File: src/rtl/core/wav_pcm_resample_to_pwm_unit_defines.svh
// Assertion macros used by the PCM resampler top level
`ifndef WAV_PCM_RESAMPLE_TO_PWM_UNIT_DEFINES_SVH
`define WAV_PCM_RESAMPLE_TO_PWM_UNIT_DEFINES_SVH

// Check that a condition holds in the same cycle as its trigger
`define WPR_ASSERT_SAME(lbl, clk_i, rstn_i, ante, cons) \
  lbl: assert property (@(posedge clk_i) disable iff (!rstn_i) (ante) |-> (cons)) \
    else $error("wpr: same-cycle check failed");

// Check that a condition holds in the cycle after its trigger
`define WPR_ASSERT_NEXT(lbl, clk_i, rstn_i, ante, cons) \
  lbl: assert property (@(posedge clk_i) disable iff (!rstn_i) (ante) |=> (cons)) \
    else $error("wpr: next-cycle check failed");

`endif

File: src/rtl/core/wpr_pkg.sv
// Shared types, widths and constants of the PCM resampler
`timescale 1ns / 1ps
`default_nettype none

package wpr_pkg;

  // Defaults of the top level parameters
  localparam int OUTPUT_RATE_DEF = 44100;
  localparam int FADE_MS_DEF     = 5;

  // Field and state widths
  localparam int RAW_W   = 32;
  localparam int PCM_W   = 16;
  localparam int LVL_W   = 8;
  localparam int SRC_W   = 17;
  localparam int VOL_W   = 7;
  localparam int FRM_W   = 32;
  localparam int PHASE_W = 18;

  // Configuration port
  localparam int ADDR_W    = 5;
  localparam int DATA_W    = 32;
  localparam int REG_IDX_W = 3;

  localparam logic [REG_IDX_W-1:0] REG_SIXTEEN_BIT  = 3'd0;
  localparam logic [REG_IDX_W-1:0] REG_STEREO       = 3'd1;
  localparam logic [REG_IDX_W-1:0] REG_SOURCE_RATE  = 3'd2;
  localparam logic [REG_IDX_W-1:0] REG_VOLUME       = 3'd3;
  localparam logic [REG_IDX_W-1:0] REG_TOTAL_FRAMES = 3'd4;

  // Reset values of the registers
  localparam int SRC_RATE_RST = 44100;
  localparam int VOLUME_RST   = 70;

  // Fade window: source_rate * fade_ms / 1000, fade_ms up to 50
  localparam int FADE_W    = 6;
  localparam int WPROD_W   = SRC_W + FADE_W;
  localparam int WIN_W     = 13;
  localparam int MS_PER_S  = 1000;
  localparam int WIN_SHIFT = WPROD_W;
  localparam int WIN_RECIP = (1 << WIN_SHIFT) / MS_PER_S;
  localparam int WREC_W    = 14;

  // Gain and sample scaling: sample * volume * gain / (256 * 100)
  localparam int GAIN_W    = 9;
  localparam int GAIN_FULL = 256;
  localparam int DIV_STEPS = 8;
  localparam int VG_W      = 15;
  localparam int MAG_W     = 16;
  localparam int PROD_W    = 30;
  localparam int LO_SHIFT  = 8;
  localparam int Y_W       = PROD_W - LO_SHIFT;
  localparam int SCL_DIV   = 100;
  localparam int SCL_SHIFT = Y_W;
  localparam int SCL_RECIP = (1 << SCL_SHIFT) / SCL_DIV;
  localparam int SREC_W    = 16;
  localparam int Q_W       = 16;
  localparam int PCM_POS_MAX = 32767;
  localparam int PCM_NEG_MAG = 32768;

  // Run control
  localparam int CNT_W   = 4;
  localparam int MAX_RUN = 12;

  typedef struct packed {
    logic             sixteen_bit;
    logic             stereo;
    logic [SRC_W-1:0] source_rate;
    logic [VOL_W-1:0] volume_percent;
    logic [FRM_W-1:0] total_frames;
  } cfg_t;

  // Commands from the controller to the datapath
  typedef struct packed {
    logic accept;
    logic win_mul;
    logic win_fix;
    logic gain_init;
    logic div_step;
    logic vg_mul;
    logic smp_mul;
    logic rec_mul;
    logic rec_fix;
    logic load;
    logic last;
    logic drop;
  } cmd_t;

  // Status from the datapath to the controller
  typedef struct packed {
    logic gain_full;
    logic ph_below;
    logic nxt_below;
    logic out_free;
  } stat_t;

endpackage

`default_nettype wire

File: src/rtl/core/wpr_regs.sv
// Configuration register file with its APB-style access port
`timescale 1ns / 1ps
`default_nettype none

module wpr_regs import wpr_pkg::*; (
  input  wire logic              clk,
  input  wire logic              rst_n,
  input  wire logic              psel,
  input  wire logic              penable,
  input  wire logic              pwrite,
  input  wire logic [ADDR_W-1:0] paddr,
  input  wire logic [DATA_W-1:0] pwdata,
  output logic      [DATA_W-1:0] prdata,
  output cfg_t                   cfg
);

  logic                 wr;
  logic [REG_IDX_W-1:0] idx;
  cfg_t                 cfg_r;

  assign wr  = psel & penable & pwrite;
  assign idx = paddr[ADDR_W-1:2];
  assign cfg = cfg_r;

  // Write a register on the access cycle
  always_ff @(posedge clk) begin
    if (!rst_n) begin
      cfg_r.sixteen_bit    <= 1'b1;
      cfg_r.stereo         <= 1'b1;
      cfg_r.source_rate    <= SRC_W'(SRC_RATE_RST);
      cfg_r.volume_percent <= VOL_W'(VOLUME_RST);
      cfg_r.total_frames   <= '0;
    end else if (wr) begin
      case (idx)
        REG_SIXTEEN_BIT:  cfg_r.sixteen_bit    <= pwdata[0];
        REG_STEREO:       cfg_r.stereo         <= pwdata[0];
        REG_SOURCE_RATE:  cfg_r.source_rate    <= pwdata[SRC_W-1:0];
        REG_VOLUME:       cfg_r.volume_percent <= pwdata[VOL_W-1:0];
        REG_TOTAL_FRAMES: cfg_r.total_frames   <= pwdata[FRM_W-1:0];
        default: ;
      endcase
    end
  end

  // Read back the addressed register
  always_comb begin
    case (idx)
      REG_SIXTEEN_BIT:  prdata = DATA_W'(cfg_r.sixteen_bit);
      REG_STEREO:       prdata = DATA_W'(cfg_r.stereo);
      REG_SOURCE_RATE:  prdata = DATA_W'(cfg_r.source_rate);
      REG_VOLUME:       prdata = DATA_W'(cfg_r.volume_percent);
      REG_TOTAL_FRAMES: prdata = DATA_W'(cfg_r.total_frames);
      default:          prdata = '0;
    endcase
  end

endmodule

`default_nettype wire

File: src/rtl/core/wpr_ctrl.sv
// Controller state machine that sequences one source word through the datapath
`timescale 1ns / 1ps
`default_nettype none

module wpr_ctrl import wpr_pkg::*; (
  input  wire logic  clk,
  input  wire logic  rst_n,
  input  wire logic  in_valid,
  output logic       in_stall,
  input  wire stat_t stat,
  output cmd_t       cmd
);

  localparam logic [3:0] ST_IDLE      = 4'd0;
  localparam logic [3:0] ST_WIN_MUL   = 4'd1;
  localparam logic [3:0] ST_WIN_FIX   = 4'd2;
  localparam logic [3:0] ST_GAIN_INIT = 4'd3;
  localparam logic [3:0] ST_DIV       = 4'd4;
  localparam logic [3:0] ST_VG        = 4'd5;
  localparam logic [3:0] ST_SMP_MUL   = 4'd6;
  localparam logic [3:0] ST_REC_MUL   = 4'd7;
  localparam logic [3:0] ST_REC_FIX   = 4'd8;
  localparam logic [3:0] ST_EMIT      = 4'd9;
  localparam logic [3:0] ST_DROP      = 4'd10;

  logic [3:0]       state_r, state_nxt;
  logic [CNT_W-1:0] cnt_r, cnt_nxt;

  assign in_stall = (state_r != ST_IDLE);

  // Advance the sequence and issue at most one command per step
  always_comb begin
    state_nxt = state_r;
    cnt_nxt   = cnt_r;
    cmd       = '0;
    case (state_r)
      ST_IDLE: begin
        if (in_valid) begin
          cmd.accept = 1'b1;
          state_nxt  = ST_WIN_MUL;
        end
      end
      ST_WIN_MUL: begin
        cmd.win_mul = 1'b1;
        state_nxt   = ST_WIN_FIX;
      end
      ST_WIN_FIX: begin
        cmd.win_fix = 1'b1;
        state_nxt   = ST_GAIN_INIT;
      end
      ST_GAIN_INIT: begin
        cmd.gain_init = 1'b1;
        if (stat.gain_full) begin
          state_nxt = ST_VG;
        end else begin
          state_nxt = ST_DIV;
          cnt_nxt   = CNT_W'(DIV_STEPS - 1);
        end
      end
      ST_DIV: begin
        cmd.div_step = 1'b1;
        if (cnt_r == '0) begin
          state_nxt = ST_VG;
        end else begin
          cnt_nxt = cnt_r - CNT_W'(1);
        end
      end
      ST_VG: begin
        cmd.vg_mul = 1'b1;
        state_nxt  = ST_SMP_MUL;
      end
      ST_SMP_MUL: begin
        cmd.smp_mul = 1'b1;
        state_nxt   = ST_REC_MUL;
      end
      ST_REC_MUL: begin
        cmd.rec_mul = 1'b1;
        state_nxt   = ST_REC_FIX;
      end
      ST_REC_FIX: begin
        cmd.rec_fix = 1'b1;
        cnt_nxt     = '0;
        state_nxt   = ST_EMIT;
      end
      ST_EMIT: begin
        // Hold the sample for each output slot while the phase is below the rate, up to MAX_RUN slots
        if (stat.ph_below && (cnt_r < CNT_W'(MAX_RUN))) begin
          if (stat.out_free) begin
            cmd.load = 1'b1;
            cmd.last = !(stat.nxt_below && (cnt_r < CNT_W'(MAX_RUN - 1)));
            cnt_nxt  = cnt_r + CNT_W'(1);
            if (cmd.last) begin
              state_nxt = ST_DROP;
            end
          end
        end else begin
          state_nxt = ST_DROP;
        end
      end
      ST_DROP: begin
        cmd.drop  = 1'b1;
        state_nxt = ST_IDLE;
      end
      default: begin
        state_nxt = ST_IDLE;
      end
    endcase
  end

  always_ff @(posedge clk) begin
    if (!rst_n) begin
      state_r <= ST_IDLE;
      cnt_r   <= '0;
    end else begin
      state_r <= state_nxt;
      cnt_r   <= cnt_nxt;
    end
  end

endmodule

`default_nettype wire

File: src/rtl/core/wpr_dp.sv
// Datapath: decode, fade gain divider, scaling, phase accumulator, output register
`timescale 1ns / 1ps
`default_nettype none

module wpr_dp import wpr_pkg::*; #(
  parameter int OUTPUT_RATE = OUTPUT_RATE_DEF,
  parameter int FADE_MS     = FADE_MS_DEF
) (
  input  wire logic                    clk,
  input  wire logic                    rst_n,
  input  wire cfg_t                    cfg,
  input  wire cmd_t                    cmd,
  output stat_t                        stat,
  input  wire logic        [RAW_W-1:0] in_raw_frame,
  output logic                         out_valid,
  input  wire logic                    out_stall,
  output logic signed      [PCM_W-1:0] out_pcm_left,
  output logic signed      [PCM_W-1:0] out_pcm_right,
  output logic             [LVL_W-1:0] out_left_level,
  output logic             [LVL_W-1:0] out_right_level,
  output logic                         out_last_of_run
);

  localparam logic [PHASE_W-1:0] RATE_C = PHASE_W'(OUTPUT_RATE);
  localparam logic [FADE_W-1:0]  FADE_C = FADE_W'(FADE_MS);

  // Magnitude of a signed sample
  function automatic logic [MAG_W-1:0] smp_abs(input logic [PCM_W-1:0] s);
    smp_abs = s[PCM_W-1] ? (MAG_W'(~s) + MAG_W'(1)) : MAG_W'(s);
  endfunction

  // Correct the reciprocal quotient, restore the sign and saturate
  function automatic logic [PCM_W-1:0] scl_fix(input logic [Y_W-1:0] y,
                                               input logic [Q_W-1:0] q0,
                                               input logic           neg);
    logic [Y_W-1:0] back;
    logic [Y_W-1:0] rem;
    logic [Q_W-1:0] q;
    back = Y_W'(q0) * Y_W'(SCL_DIV);
    rem  = y - back;
    q    = q0 + Q_W'(rem >= Y_W'(SCL_DIV));
    if (neg) begin
      scl_fix = (q > Q_W'(PCM_NEG_MAG)) ? PCM_W'(PCM_NEG_MAG)
                                        : PCM_W'(Q_W'(~q) + Q_W'(1));
    end else begin
      scl_fix = (q > Q_W'(PCM_POS_MAX)) ? PCM_W'(PCM_POS_MAX) : PCM_W'(q);
    end
  endfunction

  logic [PCM_W-1:0]   smp_l, smp_r;
  logic               neg_l_r, neg_r_r;
  logic [MAG_W-1:0]   mag_l_r, mag_r_r;
  logic [FRM_W-1:0]   fc_r;
  logic [FRM_W-1:0]   fl_r;
  logic [WPROD_W-1:0] wprod_r;
  logic [WPROD_W+WREC_W-1:0] wq_full;
  logic [WIN_W-1:0]   wq0_r;
  logic [WPROD_W-1:0] wq_back, wrem;
  logic [WIN_W-1:0]   win_r;
  logic [WIN_W-1:0]   rem_r;
  logic [WIN_W:0]     dshift;
  logic               dge;
  logic [GAIN_W-1:0]  gain_r;
  logic [VOL_W+GAIN_W-1:0] vg_full;
  logic [VG_W-1:0]    vg_r;
  logic [MAG_W+VG_W-1:0] prod_full_l, prod_full_r;
  logic [PROD_W-1:0]  prod_l_r, prod_r_r;
  logic [Y_W+SREC_W-1:0] qf_l, qf_r;
  logic [Y_W-1:0]     y_l_r, y_r_r;
  logic [Q_W-1:0]     q0_l_r, q0_r_r;
  logic [PCM_W-1:0]   pcm_l_r, pcm_r_r;
  logic [PHASE_W-1:0] phase_r, phase_sum;
  logic               out_valid_r;

  // Decode the source word; mono copies the left channel
  always_comb begin
    if (cfg.sixteen_bit) begin
      smp_l = in_raw_frame[15:0];
      smp_r = cfg.stereo ? in_raw_frame[31:16] : in_raw_frame[15:0];
    end else begin
      smp_l = {~in_raw_frame[7], in_raw_frame[6:0], 8'h00};
      smp_r = cfg.stereo ? {~in_raw_frame[15], in_raw_frame[14:8], 8'h00}
                         : {~in_raw_frame[7], in_raw_frame[6:0], 8'h00};
    end
  end

  // Window by reciprocal multiply and one correction step
  assign wq_full = wprod_r * WREC_W'(WIN_RECIP);
  assign wq_back = WPROD_W'(wq0_r) * WPROD_W'(MS_PER_S);
  assign wrem    = wprod_r - wq_back;

  // One restoring division step of frames_left * 256 / window
  assign dshift = {rem_r, 1'b0};
  assign dge    = (dshift >= {1'b0, win_r});

  assign vg_full     = cfg.volume_percent * gain_r;
  assign prod_full_l = mag_l_r * vg_r;
  assign prod_full_r = mag_r_r * vg_r;
  assign qf_l = prod_l_r[PROD_W-1:LO_SHIFT] * SREC_W'(SCL_RECIP);
  assign qf_r = prod_r_r[PROD_W-1:LO_SHIFT] * SREC_W'(SCL_RECIP);

  assign phase_sum = phase_r + PHASE_W'(cfg.source_rate);

  assign stat.gain_full = (win_r == '0) || (fl_r >= FRM_W'(win_r));
  assign stat.ph_below  = (phase_r < RATE_C);
  assign stat.nxt_below = (phase_sum < RATE_C);
  assign stat.out_free  = !out_valid_r || !out_stall;

  // Count consumed frames, saturating at the top
  always_ff @(posedge clk) begin
    if (!rst_n) begin
      fc_r <= '0;
    end else if (cmd.accept && (fc_r != '1)) begin
      fc_r <= fc_r + FRM_W'(1);
    end
  end

  // Capture samples and run the per-word arithmetic
  always_ff @(posedge clk) begin
    if (cmd.accept) begin
      neg_l_r <= smp_l[PCM_W-1];
      neg_r_r <= smp_r[PCM_W-1];
      mag_l_r <= smp_abs(smp_l);
      mag_r_r <= smp_abs(smp_r);
      wprod_r <= cfg.source_rate * FADE_C;
    end
    if (cmd.win_mul) begin
      wq0_r <= wq_full[WIN_SHIFT+WIN_W-1:WIN_SHIFT];
      fl_r  <= (cfg.total_frames > fc_r) ? (cfg.total_frames - fc_r) : '0;
    end
    if (cmd.win_fix) begin
      win_r <= wq0_r + WIN_W'(wrem >= WPROD_W'(MS_PER_S));
    end
    if (cmd.gain_init) begin
      gain_r <= stat.gain_full ? GAIN_W'(GAIN_FULL) : '0;
      rem_r  <= fl_r[WIN_W-1:0];
    end else if (cmd.div_step) begin
      gain_r <= {gain_r[GAIN_W-2:0], dge};
      rem_r  <= dge ? WIN_W'(dshift - {1'b0, win_r}) : dshift[WIN_W-1:0];
    end
    if (cmd.vg_mul) begin
      vg_r <= vg_full[VG_W-1:0];
    end
    if (cmd.smp_mul) begin
      prod_l_r <= prod_full_l[PROD_W-1:0];
      prod_r_r <= prod_full_r[PROD_W-1:0];
    end
    if (cmd.rec_mul) begin
      y_l_r  <= prod_l_r[PROD_W-1:LO_SHIFT];
      y_r_r  <= prod_r_r[PROD_W-1:LO_SHIFT];
      q0_l_r <= qf_l[SCL_SHIFT+Q_W-1:SCL_SHIFT];
      q0_r_r <= qf_r[SCL_SHIFT+Q_W-1:SCL_SHIFT];
    end
    if (cmd.rec_fix) begin
      pcm_l_r <= scl_fix(y_l_r, q0_l_r, neg_l_r);
      pcm_r_r <= scl_fix(y_r_r, q0_r_r, neg_r_r);
    end
  end

  // Advance the phase per output word, drop by the output rate at the end
  always_ff @(posedge clk) begin
    if (!rst_n) begin
      phase_r <= '0;
    end else if (cmd.load) begin
      phase_r <= phase_sum;
    end else if (cmd.drop && !stat.ph_below) begin
      phase_r <= phase_r - RATE_C;
    end
  end

  // Output register: load a word, clear valid once it is taken
  always_ff @(posedge clk) begin
    if (!rst_n) begin
      out_valid_r <= 1'b0;
    end else if (cmd.load) begin
      out_valid_r <= 1'b1;
    end else if (!out_stall) begin
      out_valid_r <= 1'b0;
    end
  end

  always_ff @(posedge clk) begin
    if (cmd.load) begin
      out_pcm_left    <= pcm_l_r;
      out_pcm_right   <= pcm_r_r;
      out_left_level  <= {~pcm_l_r[PCM_W-1], pcm_l_r[PCM_W-2:LVL_W]};
      out_right_level <= {~pcm_r_r[PCM_W-1], pcm_r_r[PCM_W-2:LVL_W]};
      out_last_of_run <= cmd.last;
    end
  end

  assign out_valid = out_valid_r;

endmodule

`default_nettype wire

File: src/rtl/core/wav_pcm_resample_to_pwm_unit.sv
// Top level of the WAV PCM resampler to PWM levels.
// An accepted source word runs through the window, gain, scaling and emit states;
// the 8-step gain divider runs only while the gain is below full. The emit loop gives
// one output word per cycle unless out_stall holds it; in_stall stays high until the
// controller is idle again, so a new source word waits for all outputs of the last.
// Reset: synchronous active-low rst_n; clears phase, frame count, controller and valid.
`timescale 1ns / 1ps
`default_nettype none
`include "wav_pcm_resample_to_pwm_unit_defines.svh"

module wav_pcm_resample_to_pwm_unit import wpr_pkg::*; #(
  parameter int OUTPUT_RATE = OUTPUT_RATE_DEF,
  parameter int FADE_MS     = FADE_MS_DEF
) (
  input  wire logic                    clk,
  input  wire logic                    rst_n,
  input  wire logic                    in_valid,
  output logic                         in_stall,
  input  wire logic        [RAW_W-1:0] in_raw_frame,
  output logic                         out_valid,
  input  wire logic                    out_stall,
  output logic signed      [PCM_W-1:0] out_pcm_left,
  output logic signed      [PCM_W-1:0] out_pcm_right,
  output logic             [LVL_W-1:0] out_left_level,
  output logic             [LVL_W-1:0] out_right_level,
  output logic                         out_last_of_run,
  input  wire logic                    psel,
  input  wire logic                    penable,
  input  wire logic                    pwrite,
  input  wire logic       [ADDR_W-1:0] paddr,
  input  wire logic       [DATA_W-1:0] pwdata,
  output logic            [DATA_W-1:0] prdata,
  output logic                         pready
);

  cfg_t  cfg;
  cmd_t  cmd;
  stat_t stat;

  assign pready = 1'b1;

  wpr_regs u_regs (
    .clk     (clk),
    .rst_n   (rst_n),
    .psel    (psel),
    .penable (penable),
    .pwrite  (pwrite),
    .paddr   (paddr),
    .pwdata  (pwdata),
    .prdata  (prdata),
    .cfg     (cfg)
  );

  wpr_ctrl u_ctrl (
    .clk      (clk),
    .rst_n    (rst_n),
    .in_valid (in_valid),
    .in_stall (in_stall),
    .stat     (stat),
    .cmd      (cmd)
  );

  wpr_dp #(
    .OUTPUT_RATE (OUTPUT_RATE),
    .FADE_MS     (FADE_MS)
  ) u_dp (
    .clk             (clk),
    .rst_n           (rst_n),
    .cfg             (cfg),
    .cmd             (cmd),
    .stat            (stat),
    .in_raw_frame    (in_raw_frame),
    .out_valid       (out_valid),
    .out_stall       (out_stall),
    .out_pcm_left    (out_pcm_left),
    .out_pcm_right   (out_pcm_right),
    .out_left_level  (out_left_level),
    .out_right_level (out_right_level),
    .out_last_of_run (out_last_of_run)
  );

  // Busy right after taking a source word
  `WPR_ASSERT_NEXT(a_busy_after_accept, clk, rst_n, in_valid && !in_stall, in_stall)
  // A taken word that is not the last of its run is followed at once by the next
  `WPR_ASSERT_NEXT(a_run_continues, clk, rst_n, out_valid && !out_stall && !out_last_of_run, out_valid)
  // While ready for input, any waiting word closes its run
  `WPR_ASSERT_SAME(a_idle_holds_last, clk, rst_n, !in_stall && out_valid, out_last_of_run)

endmodule

`default_nettype wire

File: config.mk
export PLATFORM = sky130hd
export DESIGN_NAME = wav_pcm_resample_to_pwm_unit
export DESIGN_NICKNAME = d
export VERILOG_FILES = /design/src/rtl/core/wpr_pkg.sv /design/src/rtl/core/wpr_regs.sv /design/src/rtl/core/wpr_ctrl.sv /design/src/rtl/core/wpr_dp.sv /design/src/rtl/core/wav_pcm_resample_to_pwm_unit.sv
export VERILOG_INCLUDE_DIRS = /design/src /design/src/rtl/core
export SDC_FILE = /design/constraint.sdc
export NUM_CORES = 2
export LEC_CHECK = 0
export BUFFER_PORTS_ARGS = -buffer_cell sky130_fd_sc_hd__clkbuf_2
export CORE_ASPECT_RATIO = 1.25
export CORE_MARGIN = 1
export CORE_UTILIZATION = 50
export CTS_BUF_LIST = sky130_fd_sc_hd__clkbuf_4
export CTS_CLUSTER_SIZE = 20
export DETAILED_ROUTE_END_ITERATION = 16
export PLACE_DENSITY_LB_ADDON = 0.3
export SLEW_MARGIN = 40
export SYNTH_ARGS = -nofsm -noshare
export SYNTH_HDL_FRONTEND = slang
export SYNTH_SLANG_ARGS = --single-unit
File: constraint.sdc
create_clock -name clk -period 8.6 [get_ports clk]
set_input_delay 0.86 -clock clk [delete_from_list [all_inputs] [get_ports clk]]
set_output_delay 0.86 -clock clk [all_outputs]
set_load 0.02 [all_outputs]
==> results.py <==
metrics = {
    "synth": {
        "synthArstFlopShare_pct": 0,
        "syn-instance-count": 6310,
        "syn_nets": 8142,
        "synth-seq-cells": 446,
        "syn_avg_cell_area_sq_um": 9.77,
        "syn-cell-area_sq_um": 61600,
        "synth_edf_count": 329,
        "synth_cell_types": 106,
        "synth-main-ff-cell": "edfxtp_1",
        "yosys_warnings": 0,
        "seq_area_frac_synth_pct": 19.8,
    },
    "run_status": {
        "status": "finished, final reports clean",
    },
    "place": {
        "place_congestion": 0.918,
        "place_hpwl_microns": 113000,
        "dpl-instance-area_sq_um": 64200,
        "place_inst": 7946,
        "io_buffers": 156,
    },
    "cts": {
        "clock_sinks": 446,
        "clock-root-buffer": "clkbuf_4",
        "path_clk_slew_ps": 60,
        "cts_made_buffers": 130,
        "cts_buffer_depth": 3,
        "worstSkewPairLatency_ps": 1100,
        "htree_levels": 4,
        "tritoncts": "done",
    },
    "worst_setup_path": {
        "critPathMaxStageDelay_ps": 560,
        "reg2reg_from": "u_dp.q0_r_r[2]",
        "critical_path.startpoint": "u_dp.q0_r_r[2]",
        "ff2ff_setup_slack_ps": 490,
        "crit_type": "flop to flop",
        "slowest_stage": "or4_4",
        "cp.arrival_ps": 8930,
        "cpMostUsedCell": "ha_1",
        "r2r_cells": 34,
        "r2r_end": "u_dp.pcm_r_r[1]",
        "endpoint": "u_dp.pcm_r_r[1]",
        "start_kind": "flop",
        "critical_path_required_ps": 9430,
        "cp_max_fo": 10,
        "critPathCaptureType": "flop",
    },
    "route": {
        "drtIter0Drc": 2018,
        "ant_nets": 0,
        "wl_per_cell_microns": 16.9,
        "vias": 44400,
        "vias_per_cell": 5.41,
        "drc": 0,
        "drt-pass1-iter-count": 6,
        "wl_microns": 139000,
    },
    "timing": {
        "tns_ps": 0,
        "setup_viol": 0,
        "max_slew_margin_pct": 44.0,
        "worstMarginPinSlew_ps": 840,
        "fmax_mhz": 123,
        "clock_skew_ps": 92.8,
        "min_period_over_period_pct": 94.3,
        "fin_crit_ps": 8110,
        "drv_slew": 0,
        "finalHoldViolCount": 0,
    },
    "grt": {
        "grt_pass1_vias": 47800,
        "track_usage_pct": 23.0,
        "grt_overflow": 0,
        "antenna_found_initial": 18,
        "grt_max_degree": 98,
        "grt_pass1_wl_microns": 232000,
    },
    "power": {
        "p_leak_nw": 32.0,
        "power_mw": 24.0,
        "powerDensity_nw_per_um2": 362,
        "irDropWorstVdd_v": 0.00128,
    },
    "die": {
        "io_pins": 160,
        "die_y_microns": 395,
        "initial_core_util_pct": 50.6,
        "die_area_sq_um": 125000,
        "die_w_microns": 316,
        "core_region_area_sq_um": 122000,
        "rows": 143,
    },
    "final_layout": {
        "synthToLayoutAreaGrowth_pct": 7.62,
        "nNetsFinal": 8351,
        "drive_above_1_share_pct": 7.80,
        "post_layout_nonfiller_instances": 8217,
        "final_area_sq_um": 66300,
    },
    "run": {
        "cap_violations": 0,
    },
    "min_path": {
        "hold_path.class": "input pin to flop",
    },
}
==> cells in the mapped netlist, types with 12 or more instances <==
library cell  count  area (sq um)
inv_1          1078          4050
ha_1            982         12300
fa_1            774         15500
nand2_1         588          2210
edfxtp_1        329          9880
nor2_1          311          1170
a21oi_1         269          1350
and2_1          265          1660
xnor2_1         206          1800
o21ai_0         148           741
clkbuf_1        142           533
dfxtp_1         117          2340
xor2_1          110           963
nor3_1           93           465
a21o_1           84           631
nand3_1          81           405
and3_1           53           332
mux2i_1          48           480
nor2b_1          47           294
o21a_1           47           353
nand2b_1         45           282
nand4_1          43           269
a22oi_1          31           233
a211oi_1         30           225
nor4_1           29           181
o21bai_1         29           218
a31oi_1          22           138
o211ai_1         20           150
or3_1            18           113
buf_4            16           120
or2_2            15          93.8
a21boi_0         13          97.6
mux2_2           12           135
o31ai_1          12          90.1
==> layout by cell type, fill, tap and decap left out, types with 22 or more instances in the layout <==
cell type,count
a22oi_1,31
ha_1,978
buf_4,56
clkinv_1,30
fa_1,774
nand4_1,43
nor2b_1,47
and3_1,51
mux2i_1,48
a21o_1,81
o21bai_1,29
nor3_1,89
dlygate4sd3_1,32
o21a_1,47
nand2b_1,45
nand2_1,588
inv_1,1077
nor2_1,308
xor2_1,110
a31oi_1,22
xnor2_1,206
nor4_1,28
dfxtp_1,117
a21oi_1,268
a211oi_1,30
nand3_1,81
o21ai_0,142
clkbuf_4,177
clkbuf_2,156
edfxtp_1,329
and2_1,265
==> cell families after synthesis <==
kind of cell,after synthesis,synth area share [%]
AO/OA/AOI/OAI,844,9.03
buffers and inverters,1255,7.77
adder cells (fa/ha/maj),1756,45.1
AND/OR/NAND/NOR,1630,12.7
other,1,0.00609
multiplexers,61,1.04
flip-flops,446,19.8
XOR/XNOR,317,4.53
==> area by class of cell <==
cell class	count	area, sq um
Antenna cell	4	10.0
Clock buffer	177	1330
Clock inverter	54	332
Fill cell	10700	55500
Inverter	1081	4060
Multi-Input combinational cell	4609	44800
Sequential cell	446	12200
Tap cell	1595	2000
Timing Repair Buffer	251	1600
==> flip-flops by register name (all words and copies together) (netlist names), 15 cells and up <==
register	flops
u_dp.fc_r	32
u_dp.fl_r	32
u_dp.mag_l_r	16
u_dp.mag_r_r	16
u_dp.pcm_l_r	16
u_dp.pcm_r_r	16
u_dp.phase_r	18
u_dp.prod_l_r	22
u_dp.prod_r_r	22
u_dp.q0_l_r	16
u_dp.q0_r_r	16
u_dp.vg_r	15
u_dp.wprod_r	20
u_dp.y_l_r	20
u_dp.y_r_r	20
u_regs.cfg	58
==> worst max-delay path: cells and delay by family, from the launching register on <==
family          cells  cell delay [ps]
simple gates       10             2100
buf+inv             3              350
flops               1              480
fa+ha+maj           8             2510
compound gates     12             2250
xor+xnor            1              150
==> through the flow <==
step           hold WS [ps]  utilization, %  worst slack, ps
3_3_place_gp            401            52.6              177
5_1_grt                 126            54.4            -20.4
6_report                161            54.4              494
4_1_cts                13.3            54.3             57.8
2_1_floorplan           400               -              848
3_5_place_dp            405            52.7              152
==> power breakdown <==
part	switching (mW)	internal [mW]	total (mW)	leakage (nW)
Combinational	10.5	8.32	18.8	27.1
Sequential	0.204	2.94	3.15	3.93
Clock	1.01	1.01	2.03	0.977
Total	11.7	12.3	24.0	32.0
==> layer usage <==
metal  global-route usage [%]  routed length [microns]  part of all wire [%]  vias up
met5                        0                      200                  0.14        -
met3                     3.68                     6310                   4.5      325
met2                     41.6                    71400                    51     1006
met4                     9.13                     5050                   3.6       28
met1                     26.9                    56300                    40    21700
li1                         -                        -                     -    21300
==> repair_timing <==
action / CTS / global route
resized for setup: 0 / 26
endpoints found under the hold margin: 55 / 0
endpoints found under the setup margin: 0 / 29
hold buffers: 32 / 0
buffers inserted: 0 / 4
==> how the worst min path moves through the flow <==
stage / slack, ps / to / cells past startpoint / startpoint
after floorplan: 400 / u_dp.out_left_level[0] / 0 / u_dp.pcm_l_r[8]
after global placement: 400 / u_dp.out_right_level[5] / 0 / u_dp.pcm_r_r[13]
after detailed placement: 410 / u_dp.out_pcm_right[7] / 0 / u_dp.pcm_r_r[7]
after CTS: 10 / u_ctrl.state_r[3] / 3 / in_valid
after global routing: 130 / u_ctrl.state_r[3] / 3 / in_valid
final: 160 / u_ctrl.state_r[3] / 3 / in_valid
Note: power is estimated with default switching activity, not from simulation.
